`src/design/pixel_row_bit_packer_unit_assert.svh`:
```
// Assertion macros for the pixel row bit packer, included by prbp_pack.
`ifndef PIXEL_ROW_BIT_PACKER_UNIT_ASSERT_SVH
`define PIXEL_ROW_BIT_PACKER_UNIT_ASSERT_SVH

// Same-cycle implication, checked outside reset.
`define PRBP_ASSERT_SAME(label, clk, rst_n, ante, cons) \
    label: assert property (@(posedge clk) disable iff (!(rst_n)) (ante) |-> (cons)) \
        else $error("packer assertion failed");

// Next-cycle implication, checked outside reset.
`define PRBP_ASSERT_NEXT(label, clk, rst_n, ante, cons) \
    label: assert property (@(posedge clk) disable iff (!(rst_n)) (ante) |=> (cons)) \
        else $error("packer assertion failed");

`endif

```
`src/design/prbp_pkg.sv`:
```
// Package: types, constants and helpers for the pixel row bit packer.
`timescale 1ns / 1ps
package prbp_pkg;

    localparam int DEF_MAX_ROW_WIDTH = 4096;
    localparam int ROW_WIDTH_W       = 13;
    localparam int CFG_IDX_W         = 2;
    localparam int CFG_DATA_W        = 13;

    localparam logic [CFG_IDX_W-1:0] CFG_PIXEL_MODE = 2'd0;
    localparam logic [CFG_IDX_W-1:0] CFG_ROW_WIDTH  = 2'd1;

    localparam logic [1:0] MODE_1BPP  = 2'd0;
    localparam logic [1:0] MODE_GRAY2 = 2'd1;
    localparam logic [1:0] MODE_RGB332 = 2'd2;

    localparam logic [ROW_WIDTH_W-1:0] ROW_WIDTH_RESET = 13'd8;

    typedef struct packed {
        logic [7:0] red;
        logic [7:0] green;
        logic [7:0] blue;
    } t_in_item;

    typedef struct packed {
        logic [7:0] packed_byte;
        logic       row_end;
    } t_out_item;

    function automatic logic [1:0] gray_code(input logic [7:0] r);
        logic [1:0] code;
        unique case (r)
            8'd0:    code = 2'd3;
            8'd128:  code = 2'd2;
            8'd192:  code = 2'd1;
            default: code = 2'd0;
        endcase
        return code;
    endfunction

    function automatic logic [7:0] rgb332(input t_in_item p);
        return {p.red[7:5], p.green[7:5], p.blue[7:6]};
    endfunction

endpackage

```
`src/design/prbp_cfg.sv`:
```
// Configuration registers: pixel mode and clamped row width.
`timescale 1ns / 1ps
module prbp_cfg
    import prbp_pkg::*;
#(
    parameter int MAX_ROW_WIDTH = DEF_MAX_ROW_WIDTH,
    parameter int CNT_W         = 13
) (
    input  logic                  i_clk,
    input  logic                  i_rst_n,
    input  logic                  i_cfg_valid,
    input  logic [CFG_IDX_W-1:0]  i_cfg_index,
    input  logic [CFG_DATA_W-1:0] i_cfg_data,
    output logic [1:0]            o_mode,
    output logic [CNT_W-1:0]      o_eff_width,
    output logic                  o_clear
);

    localparam int EFF_MAX = (MAX_ROW_WIDTH < 8191) ? MAX_ROW_WIDTH : 8191;
    localparam logic [ROW_WIDTH_W-1:0] EFF_MAX_W = ROW_WIDTH_W'(EFF_MAX);

    logic [1:0]             r_mode;
    logic [CNT_W-1:0]       r_eff_width;
    logic [ROW_WIDTH_W-1:0] w_raw;
    logic [ROW_WIDTH_W-1:0] w_eff;

    always_comb begin
        w_raw = i_cfg_data[ROW_WIDTH_W-1:0];
        if (w_raw == '0) begin
            w_eff = ROW_WIDTH_W'(1);
        end else if (w_raw > EFF_MAX_W) begin
            w_eff = EFF_MAX_W;
        end else begin
            w_eff = w_raw;
        end
    end

    always_ff @(posedge i_clk) begin
        if (!i_rst_n) begin
            r_mode      <= MODE_1BPP;
            r_eff_width <= CNT_W'(ROW_WIDTH_RESET);
        end else if (i_cfg_valid) begin
            if (i_cfg_index == CFG_PIXEL_MODE) begin
                r_mode <= i_cfg_data[1:0];
            end else if (i_cfg_index == CFG_ROW_WIDTH) begin
                r_eff_width <= CNT_W'(w_eff);
            end
        end
    end

    assign o_mode      = r_mode;
    assign o_eff_width = r_eff_width;
    assign o_clear     = i_cfg_valid &&
                         (i_cfg_index == CFG_PIXEL_MODE || i_cfg_index == CFG_ROW_WIDTH);

endmodule

```
`src/design/prbp_pack.sv`:
```
// Input register and byte packing state for the pixel row bit packer.
`timescale 1ns / 1ps
module prbp_pack
    import prbp_pkg::*;
#(
    parameter int CNT_W = 13
) (
    input  logic             i_clk,
    input  logic             i_rst_n,
    input  logic             i_in_valid,
    output logic             o_in_ready,
    input  t_in_item         i_in_data,
    input  logic [1:0]       i_mode,
    input  logic [CNT_W-1:0] i_eff_width,
    input  logic             i_clear,
    input  logic             i_slot_free,
    output logic             o_res_valid,
    output t_out_item        o_res_data
);

    `include "pixel_row_bit_packer_unit_assert.svh"

    logic             r_in_valid;
    t_in_item         r_pix;
    logic [7:0]       r_acc;
    logic [2:0]       r_pib;
    logic [CNT_W-1:0] r_col;

    logic             proc;
    logic [7:0]       acc_upd;
    logic [3:0]       n_pib;
    logic [CNT_W-1:0] n_col;
    logic             full;
    logic             last;
    logic             emit;

    assign proc       = r_in_valid && i_slot_free;
    assign o_in_ready = !r_in_valid || proc;

    always_comb begin
        n_pib = {1'b0, r_pib} + 4'd1;
        n_col = r_col + CNT_W'(1);
        last  = n_col >= i_eff_width;
        unique case (i_mode)
            MODE_1BPP: begin
                acc_upd = r_acc | ((r_pix.red == 8'd0) ? (8'h80 >> r_pib) : 8'h00);
                full    = n_pib == 4'd8;
            end
            MODE_GRAY2: begin
                acc_upd = r_acc | ({6'b0, gray_code(r_pix.red)} << {~r_pib[1:0], 1'b0});
                full    = n_pib == 4'd4;
            end
            default: begin
                acc_upd = rgb332(r_pix);
                full    = 1'b1;
            end
        endcase
        emit = full || last;
    end

    always_ff @(posedge i_clk) begin
        if (!i_rst_n) begin
            r_in_valid <= 1'b0;
        end else if (o_in_ready) begin
            r_in_valid <= i_in_valid;
        end
    end

    always_ff @(posedge i_clk) begin
        if (o_in_ready && i_in_valid) begin
            r_pix <= i_in_data;
        end
    end

    always_ff @(posedge i_clk) begin
        if (!i_rst_n || i_clear) begin
            r_acc <= '0;
            r_pib <= '0;
            r_col <= '0;
        end else if (proc) begin
            if (emit) begin
                r_acc <= '0;
                r_pib <= '0;
                r_col <= last ? '0 : n_col;
            end else begin
                r_acc <= acc_upd;
                r_pib <= n_pib[2:0];
                r_col <= n_col;
            end
        end
    end

    assign o_res_valid            = proc && emit;
    assign o_res_data.packed_byte = acc_upd;
    assign o_res_data.row_end     = last;

    `PRBP_ASSERT_SAME(a_col_in_row, i_clk, i_rst_n, 1'b1, r_col < i_eff_width)
    `PRBP_ASSERT_SAME(a_gray_pib, i_clk, i_rst_n, i_mode == MODE_GRAY2, r_pib < 3'd4)
    `PRBP_ASSERT_NEXT(a_row_restart, i_clk, i_rst_n, proc && last, r_col == '0 && r_pib == '0)
    `PRBP_ASSERT_SAME(a_res_needs_slot, i_clk, i_rst_n, o_res_valid, i_slot_free && r_in_valid)

endmodule

```
`src/design/prbp_out_reg.sv`:
```
// Output register holding one packed byte until the receiver takes it.
`timescale 1ns / 1ps
module prbp_out_reg
    import prbp_pkg::*;
(
    input  logic      i_clk,
    input  logic      i_rst_n,
    input  logic      i_res_valid,
    input  t_out_item i_res_data,
    output logic      o_slot_free,
    output logic      o_out_valid,
    input  logic      i_out_ready,
    output t_out_item o_out_data
);

    logic      r_valid;
    t_out_item r_data;

    assign o_slot_free = !r_valid || i_out_ready;

    always_ff @(posedge i_clk) begin
        if (!i_rst_n) begin
            r_valid <= 1'b0;
        end else if (o_slot_free) begin
            r_valid <= i_res_valid;
        end
    end

    always_ff @(posedge i_clk) begin
        if (o_slot_free && i_res_valid) begin
            r_data <= i_res_data;
        end
    end

    assign o_out_valid = r_valid;
    assign o_out_data  = r_data;

endmodule

```
`src/design/pixel_row_bit_packer_unit.sv`:
```
// Usage:
// Pixel input channel (i_in_valid / o_in_ready, i_in_data): one RGB pixel per
//   transaction, in raster order.
// Result channel (o_out_valid / i_out_ready, o_out_data): one packed byte per
//   transaction with a row_end flag on the last byte of each row.
// Config channel (i_cfg_valid / o_cfg_ready, i_cfg_index, i_cfg_data): index 0
//   is the pixel mode, index 1 the row width. A valid write to index 0 or 1 restarts
//   the row and drops gathered pixels; write only while the block is idle.
// Throughput: one pixel per cycle while the receiver takes bytes, set by the single
//   packing stage between the input register and the output register.
// Path: the pixel that completes a byte is held in the input register, and the
//   byte is then registered in the output register that drives o_out_valid.
// Reset: mode 1 bpp, row width 8, empty byte, column 0, both registers empty.
// Receiver stall: the output register holds the byte; the input register
//   holds one more pixel, after which o_in_ready drops until the byte is taken.
`timescale 1ns / 1ps
module pixel_row_bit_packer_unit
    import prbp_pkg::*;
#(
    parameter int MAX_ROW_WIDTH = DEF_MAX_ROW_WIDTH
) (
    input  logic                  i_clk,
    input  logic                  i_rst_n,
    input  logic                  i_in_valid,
    output logic                  o_in_ready,
    input  t_in_item              i_in_data,
    output logic                  o_out_valid,
    input  logic                  i_out_ready,
    output t_out_item             o_out_data,
    input  logic                  i_cfg_valid,
    output logic                  o_cfg_ready,
    input  logic [CFG_IDX_W-1:0]  i_cfg_index,
    input  logic [CFG_DATA_W-1:0] i_cfg_data
);

    localparam int EFF_MAX = (MAX_ROW_WIDTH < 8191) ? MAX_ROW_WIDTH : 8191;
    localparam int CNT_W   = $clog2(EFF_MAX + 1);

    logic [1:0]       mode;
    logic [CNT_W-1:0] eff_width;
    logic             clear;
    logic             slot_free;
    logic             res_valid;
    t_out_item        res_data;

    assign o_cfg_ready = 1'b1;

    prbp_cfg #(
        .MAX_ROW_WIDTH (MAX_ROW_WIDTH),
        .CNT_W         (CNT_W)
    ) u_cfg (
        .i_clk       (i_clk),
        .i_rst_n     (i_rst_n),
        .i_cfg_valid (i_cfg_valid),
        .i_cfg_index (i_cfg_index),
        .i_cfg_data  (i_cfg_data),
        .o_mode      (mode),
        .o_eff_width (eff_width),
        .o_clear     (clear)
    );

    prbp_pack #(
        .CNT_W (CNT_W)
    ) u_pack (
        .i_clk       (i_clk),
        .i_rst_n     (i_rst_n),
        .i_in_valid  (i_in_valid),
        .o_in_ready  (o_in_ready),
        .i_in_data   (i_in_data),
        .i_mode      (mode),
        .i_eff_width (eff_width),
        .i_clear     (clear),
        .i_slot_free (slot_free),
        .o_res_valid (res_valid),
        .o_res_data  (res_data)
    );

    prbp_out_reg u_out (
        .i_clk       (i_clk),
        .i_rst_n     (i_rst_n),
        .i_res_valid (res_valid),
        .i_res_data  (res_data),
        .o_slot_free (slot_free),
        .o_out_valid (o_out_valid),
        .i_out_ready (i_out_ready),
        .o_out_data  (o_out_data)
    );

endmodule
```
`config.mk`:
```
export PLATFORM = sky130hd
export DESIGN_NAME = pixel_row_bit_packer_unit
export DESIGN_NICKNAME = d
export VERILOG_FILES = /design/src/design/prbp_pkg.sv /design/src/design/prbp_cfg.sv /design/src/design/prbp_pack.sv /design/src/design/prbp_out_reg.sv /design/src/design/pixel_row_bit_packer_unit.sv
export VERILOG_INCLUDE_DIRS = /design/src /design/src/design
export SDC_FILE = /design/constraint.sdc
export NUM_CORES = 1
export LEC_CHECK = 0
export ABC_AREA = 1
export BUFFER_PORTS_ARGS = -buffer_cell sky130_fd_sc_hd__buf_2
export CORE_ASPECT_RATIO = 0.8
export CORE_MARGIN = 3
export CORE_UTILIZATION = 40
export CTS_CLUSTER_SIZE = 25
export DETAILED_ROUTE_END_ITERATION = 12
export PLACE_DENSITY = 0.62
export SLEW_MARGIN = 20
export SYNTH_ARGS = -nofsm -noshare
export SYNTH_HDL_FRONTEND = slang
export SYNTH_HIERARCHICAL = 1
export SYNTH_SLANG_ARGS = --single-unit
```
`constraint.sdc`:
```
create_clock -name i_clk -period 4 [get_ports i_clk]
set_input_delay 0.2 -clock i_clk [delete_from_list [all_inputs] [get_ports i_clk]]
set_output_delay 0.2 -clock i_clk [all_outputs]
set_load 0.1 [all_outputs]
```
# Yosys cells after proc, flatten, opt, wreduce, memory -nomap -nowiden
# Index checks and enable logic that the tools add are counted.
# op_classes
n_addsub,2
n_lt_le_gt_ge,2
eq_ne,6
shift,2
muxes,11
bitwise_logic,4
reduce_logical,19
# op_table
op,n
two-way mux 13 bit,4
== test 8 bit (second input constant),2
two-way mux 8 bit,2
bitwise OR 8 bit,2
one-hot mux 8 bit (2 select lines),1
adder 13 x 1 -> 13 bit (second input constant),1
>= comparator 13 bit,1
> comparator 13 bit (second input constant),1
zero test 13 bit,1
zero test 8 bit,1
<< shifter 2 x 3 -> 8 bit,1
right shift 8 x 3 -> 8 bit (first input constant),1
one-hot mux 2 bit (3 select lines),1
logical AND 1 bit,5
logical OR 1 bit,5
adder 3 x 1 -> 4 bit (second input constant),1
== test 2 x 1 -> 1 bit (second input constant),2
== test 4 x 3 -> 1 bit (second input constant),1
== test 4 bit (second input constant),1
zero test 2 bit,2
zero test 1 bit,3
two-way mux 3 bit,1
AND reduction 3 bit,1
two-way mux 2 bit,1
4 further kinds,4
# word_totals
register_bits,74
input_bits,44
output_inout_bits,12
word_cells,58

# Logic depth before layout (Yosys ltp)
# depth
depth_word,7
mapped_depth,19
ltp_nobuf,19

# Modules after synthesis
# Netlist, hierarchy kept.
# by_module_without_submodules
module,instances,cells_each,area_per_inst_um2,seq_area_each_um2
prbp_pack,1,350,2577.5,890.9
prbp_cfg,1,89,645.6,300.3
prbp_out_reg,1,16,321.6,290.3
pixel_row_bit_packer_unit,1,2,11.3,0.0

# Worst setup path before layout
# No wires, ideal clock.
# synth_path
kind,reg2reg
from,register u_pack.r_col[0]
to,"register u_out.r_data (netlist bit u_out/o_out_data[0]), enable pin"
setup_time_ns,0.378
arrival_time_ns,2.498
t_required_ns,3.622
setup_slack_ns,1.124
path_stages_with_launch,17
path_buffers,0
synth_period_minus_slack_ns,2.876
cell_sequence,dfxtp_1 ha_1 nand2_1 nor2_2 nand4_1 nand2_1 inv_1 ha_1 nand2_2 nor2_4 nor3b_2 nand2_2 nand3_1 nand2_1 inv_1 inv_1 a21oi_1
# synth_between
elab_chain_cells,5
# synth_lines
item,line,rtl
from (decl),prbp_pack.sv:27,logic [CNT_W-1:0] r_col;
from (signal assigned),prbp_pack.sv:84,r_col <= last ? '0 : n_col;
from (signal assigned),prbp_pack.sv:88,r_col <= n_col;
adder 13 x 1 -> 13 bit,prbp_pack.sv:42,n_col = r_col + CNT_W'(1);
>= comparator 13 bit,prbp_pack.sv:43,last = n_col >= i_eff_width;
logical OR 1 bit,prbp_pack.sv:58,emit = full || last;
logical AND 1 bit,prbp_pack.sv:93,assign o_res_valid = proc && emit;
net res_valid,pixel_row_bit_packer_unit.sv:43,logic res_valid;
logical AND 1 bit,prbp_out_reg.sv:30,if (o_slot_free && i_res_valid) begin
to (signal assigned),prbp_out_reg.sv:31,r_data <= i_res_data;
to (decl),prbp_out_reg.sv:17,t_out_item r_data;
# The timed path passes the listed nets, and every way through them passes these cells.
# A chain may end at the register's enable or synchronous reset.

# Worst setup path after layout
# layout_path
from,register u_pack.r_col[0]
to,"register u_out.r_data (netlist bit u_out/o_out_data[2]), enable pin"
# The elaborated chain is that of the path after synthesis.

==> results.py <==
metrics = {
    "power_and_ir_drop": {
        "vdd_drop_max_uv": 183,
        "p_leak_nw": 1.76,
        "switching_share_pct": 26.8,
        "p_switching_uw": 399,
        "power_frac_seq_pct": 47.2,
        "p_int_mw": 1.09,
        "clockPowerShare_pct": 40.3,
        "p_per_area_mw_per_mm2": 366,
        "p_comb_share_pct": 12.5,
    },
    "clock_tree": {
        "insertion_delay_ns": 0.35,
        "cts_tree": "done",
        "cts_root_buf": "clkbuf_8",
        "hold_buffers": 0,
        "clkTransAtPathRegs_ns": 0.07,
        "clock-sinks": 63,
        "cts-htree-levels": 3,
        "post_cts_buffers": 0,
        "numCtsBuffers": 9,
        "clock_path_buffers": 2,
        "cts_resized": 0,
    },
    "setup_path": {
        "crit_type": "flop to flop",
        "cp.required_ns": 4.05,
        "arrival_ns": 3.23,
        "critPathMaxFanout": 15,
        "start_kind": "flop",
        "endpoint_kind": "flop",
    },
    "placement": {
        "portBuffers": 43,
        "routabilityCongestion": 0.858,
        "placed_cell_area_mm2": 0.00385,
        "dp_hpwl_um": 5770,
        "dp_cells": 602,
    },
    "timing": {
        "rsz0062_at_grt": "no",
        "setup_tns_ns": 0,
        "maxSlewViolCount": 0,
        "fin_skew_ns": 0.00891,
        "setup_viol": 0,
        "finalCriticalPeriod_ns": 3.18,
        "finalHoldViolations": 0,
        "hold_ws_ns": 0.0226,
        "clock.fmax_ghz": 0.315,
        "finalCritPeriodShare_pct": 79.4,
    },
    "finish": {
        "design_area_mm2": 0.00407,
        "fin_nets": 565,
        "fin_util_pct": 47.5,
        "n_fill_cell": 859,
        "drive_above_1_share_pct": 20.2,
        "finalNonFillerCells": 618,
        "diodes": 0,
        "synthToLayoutAreaGrowth_pct": 14.4,
    },
    "detailed_routing": {
        "vias_per_cell": 4.92,
        "num_vias": 3042,
        "drtAntennaViolNets": 0,
        "route.detailed.drc": 0,
        "drt_first_iter_violations": 168,
        "firstDrtPassIters": 5,
        "wirelength_um": 7850,
        "wire_per_inst_um": 12.7,
    },
    "global_route": {
        "grtUsageMet2_pct": 23.4,
        "gr-usage-met1_pct": 23.1,
        "first_global_vias": 2845,
        "grt_pass1_wl_um": 13400,
        "overflow": 0,
        "grt_use_total_pct": 16.2,
        "antenna_found_initial": 0,
        "grt_max_degree": 26,
        "busiest_layer": "met2",
        "grt.met3_usage_pct": 4.96,
    },
    "synth": {
        "synth_nets": 521,
        "ys.flop_type": "dfxtp_1",
        "synth_top_area_share_pct": 23.1,
        "synthTopCellsByArea": "dfxtp_1, edfxtp_1, nand2_1, ha_1, inv_1",
        "synthDistinctLibCells": 36,
        "netlist_top_cells_count": "nand2_1, inv_1, a21oi_1",
        "synth_warnings": 6,
        "yosysTopAreaCell": "dfxtp_1",
        "synth.most_common_cell": "nand2_1",
        "synthCells": 457,
        "syn_area_mm2": 0.00356,
        "synth-edff-count": 22,
        "ys_ff_latch": 63,
        "seq_area_frac_synth_pct": 41.7,
        "avgSynthCellArea_um2": 7.78,
        "async_flop_share_pct": 0,
    },
    "run": {
        "drv_cap": 0,
    },
    "floorplanning": {
        "io_pins": 56,
        "fp.dieH_um": 90.3,
        "fp.dieArea_mm2": 0.0101,
        "core_mm2": 0.00856,
        "initial_core_util_pct": 41.5,
        "die-width_um": 111,
        "rows": 30,
    },
    "min_path": {
        "hold_path.class": "input port to flop",
    },
    "status": {
        "outcome": "finished clean",
    },
}
worst max-delay path: stages, from the launching register on:
cell	delay [ns]
dfxtp_1	0.38
ha_1	0.26
nand2_1	0.09
nor2_2	0.17
nand4_1	0.11
nand2_1	0.08
inv_1	0.05
ha_1	0.31
nand2_2	0.09
nor2_4	0.13
nor3b_2	0.22
nand2_2	0.25
nand3_1	0.16
nand2_1	0.09
inv_1	0.07
inv_1	0.05
a21oi_1	0.13
buf_4	0.21
power by group through the flow:
stage	clock, mW	combinational [mW]	sequential [mW]
after CTS	0.621	0.187	0.702
after global routing	0.640	0.205	0.704
final	0.600	0.187	0.702
after detailed placement	0	0.187	0.716
after floorplan	0	0.113	0.741
after global placement	0	0.181	0.715
per-layer routing:
metal / routed length [um] / vias up
met5: 0 / -
li1: - / 1576
met4: 61 / 0
met1: 4090 / 1393
met3: 422 / 7
met2: 3280 / 66
through the flow:
stage | worst slack, ns | power (mW)
global placement | 0.952 | 0.896
floorplan | 1.12 | 0.854
global route | 0.574 | 1.55
detailed placement | 0.851 | 0.903
CTS | 0.834 | 1.51
finish | 0.824 | 1.49
layout make-up:
cell class / instances / area, um^2 / share of cell area (%)
Clock buffer: 10 / 128 / 3.14
Clock inverter: 6 / 85.1 / 2.09
Inverter: 66 / 248 / 6.09
Multi-Input combinational cell: 314 / 1740 / 42.8
Sequential cell: 63 / 1480 / 36.4
Tap cell: 112 / 140 / 3.45
Timing Repair Buffer: 47 / 245 / 6.03
cell usage in the layout (no fill, tap or decap), drive strengths merged, types with 4 or more instances in the layout:
cell type / instances
nand2: 100
buf: 47
inv: 65
a21oi: 44
nand3: 35
xor2: 4
nor2: 58
o21ai: 15
ha: 20
clkbuf: 10
nand4: 19
edfxtp: 22
dfxtp: 41
sequential cells by signal (all words and copies together), names as in the netlist:
signal / count
u_out/o_out_data: 9
u_pack/r_pix: 13
u_pack/r_acc: 8
u_out/o_out_valid: 1
u_pack/r_in_valid: 1
u_pack/r_pib: 3
u_cfg/o_mode: 2
u_pack/r_col: 13
u_cfg/o_eff_width: 13
worst paths after layout:
| kind | start | to | slack [ns] | cells after the start |
|---|---|---|---|---|
| worst max-delay path | u_pack/r_col[0] | u_out/o_out_data[2] | 0.82 | 17 |
| worst max register to register | u_pack/r_col[0] | u_out/o_out_data[2] | 0.82 | 17 |
| worst min register to register | u_cfg/o_eff_width[10] | u_cfg/o_eff_width[10] | 0.47 | 2 |
| worst min-delay path | i_in_data[19] | u_pack/r_pix[19] | 0.02 | 1 |
cells by family after synthesis:
group | Yosys count | synth area share (%)
AO/OA/AOI/OAI | 65 | 9.57
adder cells (fa/ha/maj) | 20 | 7.04
multiplexers | 2 | 0.563
other | 1 | 0.105
flip-flops | 63 | 41.7
XOR/XNOR | 7 | 1.94
AND/OR/NAND/NOR | 219 | 29.7
buffers and inverters | 80 | 9.43
Power figures use the tool's default switching activity.
